===== config.mk =====
export PLATFORM = sky130hd
export DESIGN_NAME = rvb_ctrl
export DESIGN_NICKNAME = d
export VERILOG_FILES = /design/src/rvb_pkg.sv /design/src/rvb_ctrl.sv
export SDC_FILE = /design/constraint.sdc
export NUM_CORES = 1
export LEC_CHECK = 0
export ABC_AREA = 1
export BUFFER_PORTS_ARGS = -buffer_cell sky130_fd_sc_hd__buf_2
export CAP_MARGIN = 20
export CORE_AREA = 2 2 39 41
export CTS_BUF_LIST = sky130_fd_sc_hd__clkbuf_2 sky130_fd_sc_hd__clkbuf_4 sky130_fd_sc_hd__clkbuf_8
export CTS_CLUSTER_DIAMETER = 200
export DETAILED_ROUTE_END_ITERATION = 16
export DIE_AREA = 0 0 41 43
export RECOVER_POWER = 25
export SYNTH_ARGS = -nofsm -noshare
export SYNTH_HDL_FRONTEND = slang
export SYNTH_SLANG_ARGS = --single-unit

===== constraint.sdc =====
create_clock -name i_clk -period 1.4 [get_ports i_clk]
set_input_delay 0.42 -clock i_clk [delete_from_list [all_inputs] [get_ports i_clk]]
set_output_delay 0.42 -clock i_clk [all_outputs]
set_load 0.02 [all_outputs]

===== src/rvb_pkg.sv =====
package rvb_pkg;

    // Delay store geometry (depth must be a power of two)
    localparam int DELAY_DEPTH = 8192;
    localparam int SAMPLE_BITS = 16;
    localparam int ADDR_W      = $clog2(DELAY_DEPTH);
    localparam int COUNT_W     = ADDR_W + 1;
    localparam int COUNT_MAX   = 2 * DELAY_DEPTH - 1;

    // Register field widths
    localparam int DELAY_W    = 13;
    localparam int GAIN_W     = 16;
    localparam int NUM_TAPS   = 4;
    localparam int TAP_IDX_W  = 2;
    localparam int CFG_IDX_W  = 3;
    localparam int CFG_DATA_W = 16;

    // Datapath widths
    localparam int A_W    = GAIN_W + 1;
    localparam int TSUM_W = SAMPLE_BITS + 17;
    localparam int B_W    = SAMPLE_BITS + 18;
    localparam int P_W    = A_W + B_W;
    localparam int Y_W    = SAMPLE_BITS + 3;

    localparam logic signed [P_W-1:0] RND_W = P_W'(1) << (GAIN_W - 1);
    localparam logic signed [P_W-1:0] RND_Y = P_W'(1) << (2 * GAIN_W - 1);

    localparam logic signed [SAMPLE_BITS-1:0] SAMPLE_MAX = {1'b0, {(SAMPLE_BITS-1){1'b1}}};
    localparam logic signed [SAMPLE_BITS-1:0] SAMPLE_MIN = {1'b1, {(SAMPLE_BITS-1){1'b0}}};
    localparam logic signed [Y_W-1:0] SAT_HI = {{(Y_W-SAMPLE_BITS){1'b0}}, SAMPLE_MAX};
    localparam logic signed [Y_W-1:0] SAT_LO = {{(Y_W-SAMPLE_BITS){1'b1}}, SAMPLE_MIN};

    // Tap decays, Q0.16
    localparam logic [GAIN_W-1:0] DECAY_FIRST  = 16'd39322;
    localparam logic [GAIN_W-1:0] DECAY_SECOND = 16'd32768;
    localparam logic [GAIN_W-1:0] DECAY_THIRD  = 16'd26214;
    localparam logic [GAIN_W-1:0] DECAY_FOURTH = 16'd19661;

    // Tap indexes
    localparam logic [TAP_IDX_W-1:0] TAP_FIRST  = 2'd0;
    localparam logic [TAP_IDX_W-1:0] TAP_SECOND = 2'd1;
    localparam logic [TAP_IDX_W-1:0] TAP_THIRD  = 2'd2;
    localparam logic [TAP_IDX_W-1:0] TAP_FOURTH = 2'd3;

    // Register indexes
    localparam logic [CFG_IDX_W-1:0] CFG_TAP_FIRST  = 3'd0;
    localparam logic [CFG_IDX_W-1:0] CFG_TAP_SECOND = 3'd1;
    localparam logic [CFG_IDX_W-1:0] CFG_TAP_THIRD  = 3'd2;
    localparam logic [CFG_IDX_W-1:0] CFG_TAP_FOURTH = 3'd3;
    localparam logic [CFG_IDX_W-1:0] CFG_WET_GAIN   = 3'd4;

    // Register reset values
    localparam logic [DELAY_W-1:0] RST_TAP_FIRST  = 13'd1014;
    localparam logic [DELAY_W-1:0] RST_TAP_SECOND = 13'd1631;
    localparam logic [DELAY_W-1:0] RST_TAP_THIRD  = 13'd2337;
    localparam logic [DELAY_W-1:0] RST_TAP_FOURTH = 13'd3483;
    localparam logic [GAIN_W-1:0]  RST_WET_GAIN   = 16'd19661;

    typedef logic signed [SAMPLE_BITS-1:0] t_sample;

    typedef struct packed {
        logic [NUM_TAPS-1:0][DELAY_W-1:0] tap_delay;
        logic [GAIN_W-1:0]                wet_gain;
    } t_cfg;

    typedef struct packed {
        logic                 accept;
        logic                 rd_en;
        logic [TAP_IDX_W-1:0] rd_tap;
        logic                 mac_en;
        logic                 mul_w;
        logic                 sum_v;
        logic                 mul_v;
        logic                 load_out;
    } t_cmd;

    typedef struct packed {
        logic out_busy;
    } t_stat;

    function automatic logic [GAIN_W-1:0] decay_q16(input logic [TAP_IDX_W-1:0] k);
        logic [GAIN_W-1:0] d;
        case (k)
            TAP_FIRST:  d = DECAY_FIRST;
            TAP_SECOND: d = DECAY_SECOND;
            TAP_THIRD:  d = DECAY_THIRD;
            default:    d = DECAY_FOURTH;
        endcase
        return d;
    endfunction

endpackage


===== src/rvb_ctrl.sv =====
module rvb_ctrl (
    input  logic           i_clk,
    input  logic           i_rst_n,
    input  logic           i_in_valid,
    output logic           o_in_stall,
    output rvb_pkg::t_cmd  o_cmd,
    input  rvb_pkg::t_stat i_stat
);

    localparam logic [3:0] S_IDLE = 4'd0;
    localparam logic [3:0] S_RD0  = 4'd1;
    localparam logic [3:0] S_RD1  = 4'd2;
    localparam logic [3:0] S_RD2  = 4'd3;
    localparam logic [3:0] S_RD3  = 4'd4;
    localparam logic [3:0] S_MAC3 = 4'd5;
    localparam logic [3:0] S_MULW = 4'd6;
    localparam logic [3:0] S_SUMV = 4'd7;
    localparam logic [3:0] S_MULV = 4'd8;
    localparam logic [3:0] S_FIN  = 4'd9;

    logic [3:0] r_state;
    logic [3:0] n_state;

    always_comb begin
        n_state = r_state;
        o_cmd   = '0;
        unique case (r_state)
            S_IDLE: begin
                if (i_in_valid) begin
                    o_cmd.accept = 1'b1;
                    n_state      = S_RD0;
                end
            end
            S_RD0: begin
                o_cmd.rd_en  = 1'b1;
                o_cmd.rd_tap = rvb_pkg::TAP_FIRST;
                n_state      = S_RD1;
            end
            S_RD1: begin
                o_cmd.rd_en  = 1'b1;
                o_cmd.rd_tap = rvb_pkg::TAP_SECOND;
                o_cmd.mac_en = 1'b1;
                n_state      = S_RD2;
            end
            S_RD2: begin
                o_cmd.rd_en  = 1'b1;
                o_cmd.rd_tap = rvb_pkg::TAP_THIRD;
                o_cmd.mac_en = 1'b1;
                n_state      = S_RD3;
            end
            S_RD3: begin
                o_cmd.rd_en  = 1'b1;
                o_cmd.rd_tap = rvb_pkg::TAP_FOURTH;
                o_cmd.mac_en = 1'b1;
                n_state      = S_MAC3;
            end
            S_MAC3: begin
                o_cmd.mac_en = 1'b1;
                n_state      = S_MULW;
            end
            S_MULW: begin
                o_cmd.mul_w = 1'b1;
                n_state     = S_SUMV;
            end
            S_SUMV: begin
                o_cmd.sum_v = 1'b1;
                n_state     = S_MULV;
            end
            S_MULV: begin
                o_cmd.mul_v = 1'b1;
                n_state     = S_FIN;
            end
            S_FIN: begin
                // hold until the output register is free
                if (!i_stat.out_busy) begin
                    o_cmd.load_out = 1'b1;
                    n_state        = S_IDLE;
                end
            end
            default: n_state = S_IDLE;
        endcase
    end

    always_ff @(posedge i_clk) begin
        if (!i_rst_n) begin
            r_state <= S_IDLE;
        end else begin
            r_state <= n_state;
        end
    end

    assign o_in_stall = (r_state != S_IDLE);

endmodule


* Yosys cells after proc, flatten, opt, wreduce, memory -nomap -nowiden *
Index checks and enable logic that the tools add are counted.

storage, ports and cells
  input bits = 4
  output and inout bits = 10
  flip-flop bits (word level) = 4

operators by class
  eq/ne operators = 11
  multiplexer cells = 12
  reductions and logical operators = 4

operator list
  cell                                                             count
  4-bit one-hot mux with 10 select lines                           1
  4-bit by 3-bit == test with 1-bit output, second input constant  4
  3-bit one-hot mux with 4 select lines                            1
  4-bit by 2-bit == test with 1-bit output, second input constant  2
  4-bit == test, second input constant                             2
  1-bit two-way mux                                                8
  4-bit two-way mux                                                2
  4-bit by 1-bit == test with 1-bit output, second input constant  1
  4-bit logical NOT                                                1
  2-bit != test, second input constant                             2
  4-bit nonzero test                                               1
  4-bit OR reduction                                               1
  2-bit AND reduction                                              1

* Depth between registers and ports, before layout *
Gate-level depths: netlist of the first run.

  depth after elaboration = 3
  gate-level depth with buffers = 7
  gate-level depth less buffers = 7

* Worst setup path before layout of the first run *
No wires, ideal clock.

  kind = register -> output
  start = register r_state[1]
  end = output port o_cmd[7] (netlist bit)
  setup slack = -230 ps
  stages on the path, launching flop included = 4
  required time = 980 ps
  path buffers = 0
  arrival time = 1210 ps
  cells stage by stage = dfxtp_1 -> nand2_1 -> o31ai_2 -> or2_1

RTL lines
  element                 RTL line        text
  start, declared         rvb_ctrl.sv:21  logic [3:0] r_state;
  start signal, assigned  rvb_ctrl.sv:88  r_state <= n_state;
  end, declared           rvb_ctrl.sv:6   output rvb_pkg::t_cmd o_cmd,

==> reports/results.ini, run 1 <==
[setup_path]
reg2reg_depth=9
start_kind=flip-flop
crit_chain=inv_2 -> nor2_4 -> nor2_4 -> nor3_2 -> or2_4 -> buf_6
required_ns=0.98
r2r-start=r_state[0]$_SDFFE_PN0P_
r2r_end=r_state[0]$_SDFFE_PN0P_
arrival_ns=1.25
path_class=flip-flop to primary output
worstPathMaxFanout=5
crit_top_cell=nor2_4
cpMaxStageDelayCell=dfxtp_4
critPathCaptureType=primary output
reg2reg_slack_ns=0.12
critPathMaxStageDelay_ns=0.36

[synthesis]
avgSynthCellArea_um2=5.67
synth_area_um2=278
syn_inst=49
netlist-cell-type-count=12
ys_ff_latch=4
yosysWarnings=0
synth_top_family_by_area=simple AND/OR/NAND/NOR gates
yosys.area_share.simple_pct=53.6
mappedNetlistNets=53
synth.mux.area_fraction_pct=0
synth_compound_area_share_pct=8.11
synthXorXnorAreaFrac_pct=0
synthAdderAreaFrac_pct=0
yosysSeqAreaShare_pct=28.8

[timing]
setup_slack_ns=-0.272
maxSlewViolCount=0
hold_viol_final=0
max_freq_mhz=598
skew_ns=0.00476
rsz0062_at_grt=true
hold_slack_ns=0.407
finalSetupViolCount=10
worstMarginPinSlew_ns=0.241
fin_crit_sh_pct=119
slew_headroom_pct=83.9
min_period_ns=1.67

[cells_and_area]
diodes=0
largest_reg_flops=4
fillers=129
largest-register=r_state
layout-drive-gt1-share_pct=74.4
final_area_um2=717
fin_nets=92
syn_to_final_growth_pct=158
reg_top3=r_state (4)
stdcell_count=102

[grt]
grt_max_degree=7
grt_pass1_wl_mm=1.75
grt.total_usage_pct=15.1
antenna_found_initial=0
grt.overflow.total=0
grt_pass1_vias=429

[place]
place_ws_ns=-0.0747
dp_hpwl_um=684
dpl_cell_area_um2=467
dp.cells=89
gp_congestion=0.800
port_buffers=13

[route]
wirelength_mm=1.20
wl_met1_um=471
wl_met2_um=645
drt_iter0_drc=2
wl_met3_um=56
num_vias=460
top_layer=met4
drc=0
ant_nets=0
viasPerCell=4.51
drt_first_pass_iters=3
wl_per_cell_um=11.7

[floorplan]
die_width_um=41
start_util_pct=20.1
die_area_mm2=0.00176
coreArea_mm2=0.00138
io_pins=14
die_y_um=43
rows=14

[cts]
cts_tree=built
numCtsBuffers=3
clkSinkCount=4
worstSkewPairLatency_ns=0.24
root_buffer=clkbuf_4
clk_pin_slew_ns=0.04
cts_max_level=1
cts_buffer_depth=2

[power]
power.leakage_nw=0.348
max-vdd-ir-drop_mv=0.515
power.density_mw_per_mm2=1010

[worst_hold_path]
min_path_cells=3
min_to=r_state[0]$_SDFFE_PN0P_
hold_class=input pin to flip-flop
min_from=i_rst_n

[job]
maxCapViolCount=0

[run_status]
status=complete, but fails checks
violations=setup timing

-- cells in the mapped netlist, drive strengths merged --
cell type	instances	area share [%]
nand2	11	15
nor3	3	5.4
nor2	15	22
a21oi	1	1.8
nand3	5	9.0
o31ai	1	4.5
inv	7	9.5
or2	1	2.3
o21ai	1	1.8
dfxtp	4	29
-- placed cells by master (no fill, tap or decap), types with 4 or more instances in the layout --
cell type  count
buf_2          4
buf_6         11
nand3_1        4
nor2_1         6
nor2_4         6
buf_4         19
nand2_1        7
-- layer usage --
metal | global-route usage (%) | vias to the layer above
met1 | 16.1 | 211
li1 | - | 234
met3 | 3.66 | 4
met5 | 0 | -
met4 | 10.0 | 0
met2 | 24.4 | 11
-- through the flow --
stage          utilization (%)  setup TNS (ns)  total power [W]
6_report                  51.8           -1.81         0.000723
5_1_grt                   51.8           -2.36         0.000769
4_1_cts                   45.7           -2.19         0.000668
3_5_place_dp              33.7          -0.237         0.000421
3_3_place_gp              33.7          -0.177         0.000417
2_1_floorplan                -          -0.115         0.000306
-- power breakdown --
part,switching [W],internal [W],leakage [nW]
logic,0.000197,0.000219,0.299
registers,0.0000347,0.000129,0.0353
clock network,0.0000474,0.0000959,0.0138
-- area by class of cell --
| cell class | instances | area, µm² | area share (%) |
|---|---|---|---|
| Timing Repair Buffer | 34 | 287 | 40.0 |
| Multi-Input combinational cell | 38 | 264 | 36.8 |
| Sequential cell | 4 | 92.6 | 12.9 |
| Inverter | 7 | 31.3 | 4.36 |
| Clock buffer | 3 | 22.5 | 3.14 |
| Tap cell | 16 | 20.0 | 2.79 |
-- worst max-delay path by stage --
stage / cells after the start / start / end
3_3_place_gp: 4 / r_state[2]$_SDFFE_PN0P_ / o_cmd[6]
2_1_floorplan: 3 / r_state[1]$_SDFFE_PN0P_ / o_cmd[7]
3_5_place_dp: 4 / r_state[2]$_SDFFE_PN0P_ / o_cmd[6]
5_1_grt: 6 / r_state[1]$_SDFFE_PN0P_ / o_cmd[7]
6_report: 6 / r_state[1]$_SDFFE_PN0P_ / o_cmd[7]
4_1_cts: 6 / r_state[0]$_SDFFE_PN0P_ / o_cmd[7]
-- cell families (layout without fill, tap and decap cells) --
| family | count (synthesis) | count (layout) |
|---|---|---|
| compound gates | 3 | 3 |
| flops | 4 | 4 |
| buf+inv | 7 | 44 |
| simple gates | 35 | 35 |
-- worst max-delay path, delay by kind of cell, from the launching register on --
kind	cells	cell delay (ns)
simple gates	4	0.44
buf+inv	2	0.21
flops	1	0.36
-- repair_timing --
| action | 4_1_cts | 5_1_grt |
|---|---|---|
| hold buffers | 0 | 0 |
| setup buffers | 10 | 3 |
| pin swaps | 3 | 8 |
| cloned | 0 | 0 |
| gates resized for setup | 25 | 25 |
| endpoints found under the setup margin | 10 | 11 |
(Power assumes the default switching activity.)
==> inputs of run 2 (changes only) <==
==> constraint.sdc (replaced) <==
create_clock -name i_clk -period 1.4 [get_ports i_clk]
set_input_delay 0.14 -clock i_clk [delete_from_list [all_inputs] [get_ports i_clk]]
set_output_delay 0.14 -clock i_clk [all_outputs]
set_load 0.02 [all_outputs]
==> run 2 against run 1 <==
Net effect:
- the run now ends clean
- critical endpoint unchanged
- highest routed layer unchanged
- final area shrank 31%
- global-route usage shrank 4.6 points
- flip-flop and latch count is the same
- critical path depth is the same
==> reports/results.ini, run 2 (synthesized netlist as in run 1, its figures left out) <==
[floorplan]
coreArea_mm2=0.00138
die_y_um=43
die_width_um=41
start_util_pct=20.1
io_pins=14
die_area_mm2=0.00176
rows=14

[timing]
skew_ns=0.00345
slew_headroom_pct=86.9
finalSetupViolCount=0
hold_slack_ns=0.136
fin_crit_sh_pct=99.4
maxSlewViolCount=0
min_period_ns=1.39
rsz0062_at_grt=true
max_freq_mhz=718
fin_tns_setup_ns=0
worstMarginPinSlew_ns=0.196
hold_viol_final=0

[cells_and_area]
fin_nets=76
final_common_cell=buf_2
syn_to_final_growth_pct=78.4
final_cell_mix=12 x buf_2, 10 x nand2_1, 10 x nor2_1
diodes=0
largest_reg_flops=4
largest-register=r_state
stdcell_count=86
layout-drive-gt1-share_pct=52.9
reg_top3=r_state (4)
final_area_um2=495

[route]
drc=0
ant_nets=0
wl_per_cell_um=9.72
wirelength_um=836
drt_first_pass_iters=4
num_vias=369
drt_iter0_drc=11
viasPerCell=4.29

[grt]
grt_max_degree=8
grt_pass1_vias=312
antenna_found_initial=0
grt_pass1_wl_mm=1.19
grt.overflow.total=0
grt.total_usage_pct=10.4

[power]
power_frac_comb_pct=46.7
internal_power_w=0.000343
p_switching_w=0.000229
seqPwrFrac_pct=28.8
clock_power_share_pct=24.5
sw_frac_of_total_pct=40.0
power.leakage_nw=0.254
max-vdd-ir-drop_mv=0.450
power.density_mw_per_mm2=1150

[setup_path]
cpMaxStageDelayCell=dfxtp_4
startpoint=r_state[1]$_SDFFE_PN0P_
reg2reg_depth=8
worstPathMaxFanout=5
critPathCaptureType=primary output
start_kind=flip-flop
reg2reg_slack_ns=0.22
critPathMaxStageDelay_ns=0.37
r2r_end=r_state[0]$_SDFFE_PN0P_
crit_chain=inv_4 -> nor2_4 -> nor2_4 -> nor3_2 -> or2_1 -> buf_6
path_class=flip-flop to primary output
required_ns=1.26
r2r-start=r_state[0]$_SDFFE_PN0P_
crit_top_cell=nor2_4
arrival_ns=1.25

[worst_hold_path]
min_path_cells=3
min_to=r_state[0]$_SDFFE_PN0P_
min_from=i_rst_n
hold_class=input pin to flip-flop

[cts]
numCtsBuffers=3
clk_pin_slew_ns=0.04
root_buffer=clkbuf_4
worstSkewPairLatency_ns=0.23
holdBufCountCts=0
clkSinkCount=4
cts_tree=built
cts_buffer_depth=2
cts_max_level=1

[place]
port_buffers=13
dpl_cell_area_um2=363
dp_hpwl_um=572
dp.cells=78
gp_congestion=0.743

[run_status]
status=finished, final reports clean

[job]
maxCapViolCount=0

[run 2: changes by cell type in the layout (fill, tap and decap cells not counted), moves of 2 or more]
cell / change
buf_6: -10
nand2_2: -2
buf_4: -14
nor2_1: +4
nor2_4: -2
nor2_2: -2
nand2_1: +3
buf_2: +8
[run 2: power by group through the flow]
stage / logic [W] / registers [W] / clock network (W)
after global routing: 0.000292 / 0.000167 / 0.000153
after detailed placement: 0.000190 / 0.000149 / 0
after CTS: 0.000223 / 0.000155 / 0.000149
after floorplan: 0.000138 / 0.000144 / 0
after global placement: 0.000189 / 0.000148 / 0
final: 0.000267 / 0.000165 / 0.000140
[run 2: metal layers]
layer	vias up	wire, µm	track usage (%)
met1	153	345	11.9
li1	197	-	-
met4	0	10	12.0
met5	-	0	0
met2	17	415	14.4
met3	2	66	1.57
[run 2: what timing repair did]
item                       in CTS  in global routing
setup endpoints to repair       1                  6
gates cloned                    0                  0
buffers inserted                1                  4
pin swaps                       2                  4
resized for setup              15                  9
[run 2: cell type report]
class                   count  area [µm²]
well taps                  16        20.0
clock buffers               3        22.5
fillers                   149         888
repair buffers             18         109
multi-input cells          38         220
flip-flops and latches      4        92.6
inverters                   7        31.3
[run 2: worst max path at each step]
stage                          end  slack, ns
after floorplan           o_cmd[7]       0.05
after global placement    o_cmd[7]       0.14
after detailed placement  o_cmd[7]       0.14
after CTS                 o_cmd[7]      0.002
after global routing      o_cmd[7]      -0.04
final                     o_cmd[7]      0.008
[run 2: metrics by stage]
step | utilization, % | worst slack (ns) | total power, W
2_1_floorplan | - | 0.0498 | 0.000282
3_3_place_gp | 26.2 | 0.143 | 0.000336
3_5_place_dp | 26.2 | 0.140 | 0.000338
4_1_cts | 31.4 | 0.00233 | 0.000527
5_1_grt | 35.8 | -0.0405 | 0.000611
6_report | 35.8 | 0.00802 | 0.000571
[run 2: worst max-delay path, delay by kind of cell, from the launching register on]
family | cells | cell delay (ns)
DFF | 1 | 0.37
buffers and inverters | 2 | 0.21
and+or+nand+nor | 4 | 0.44
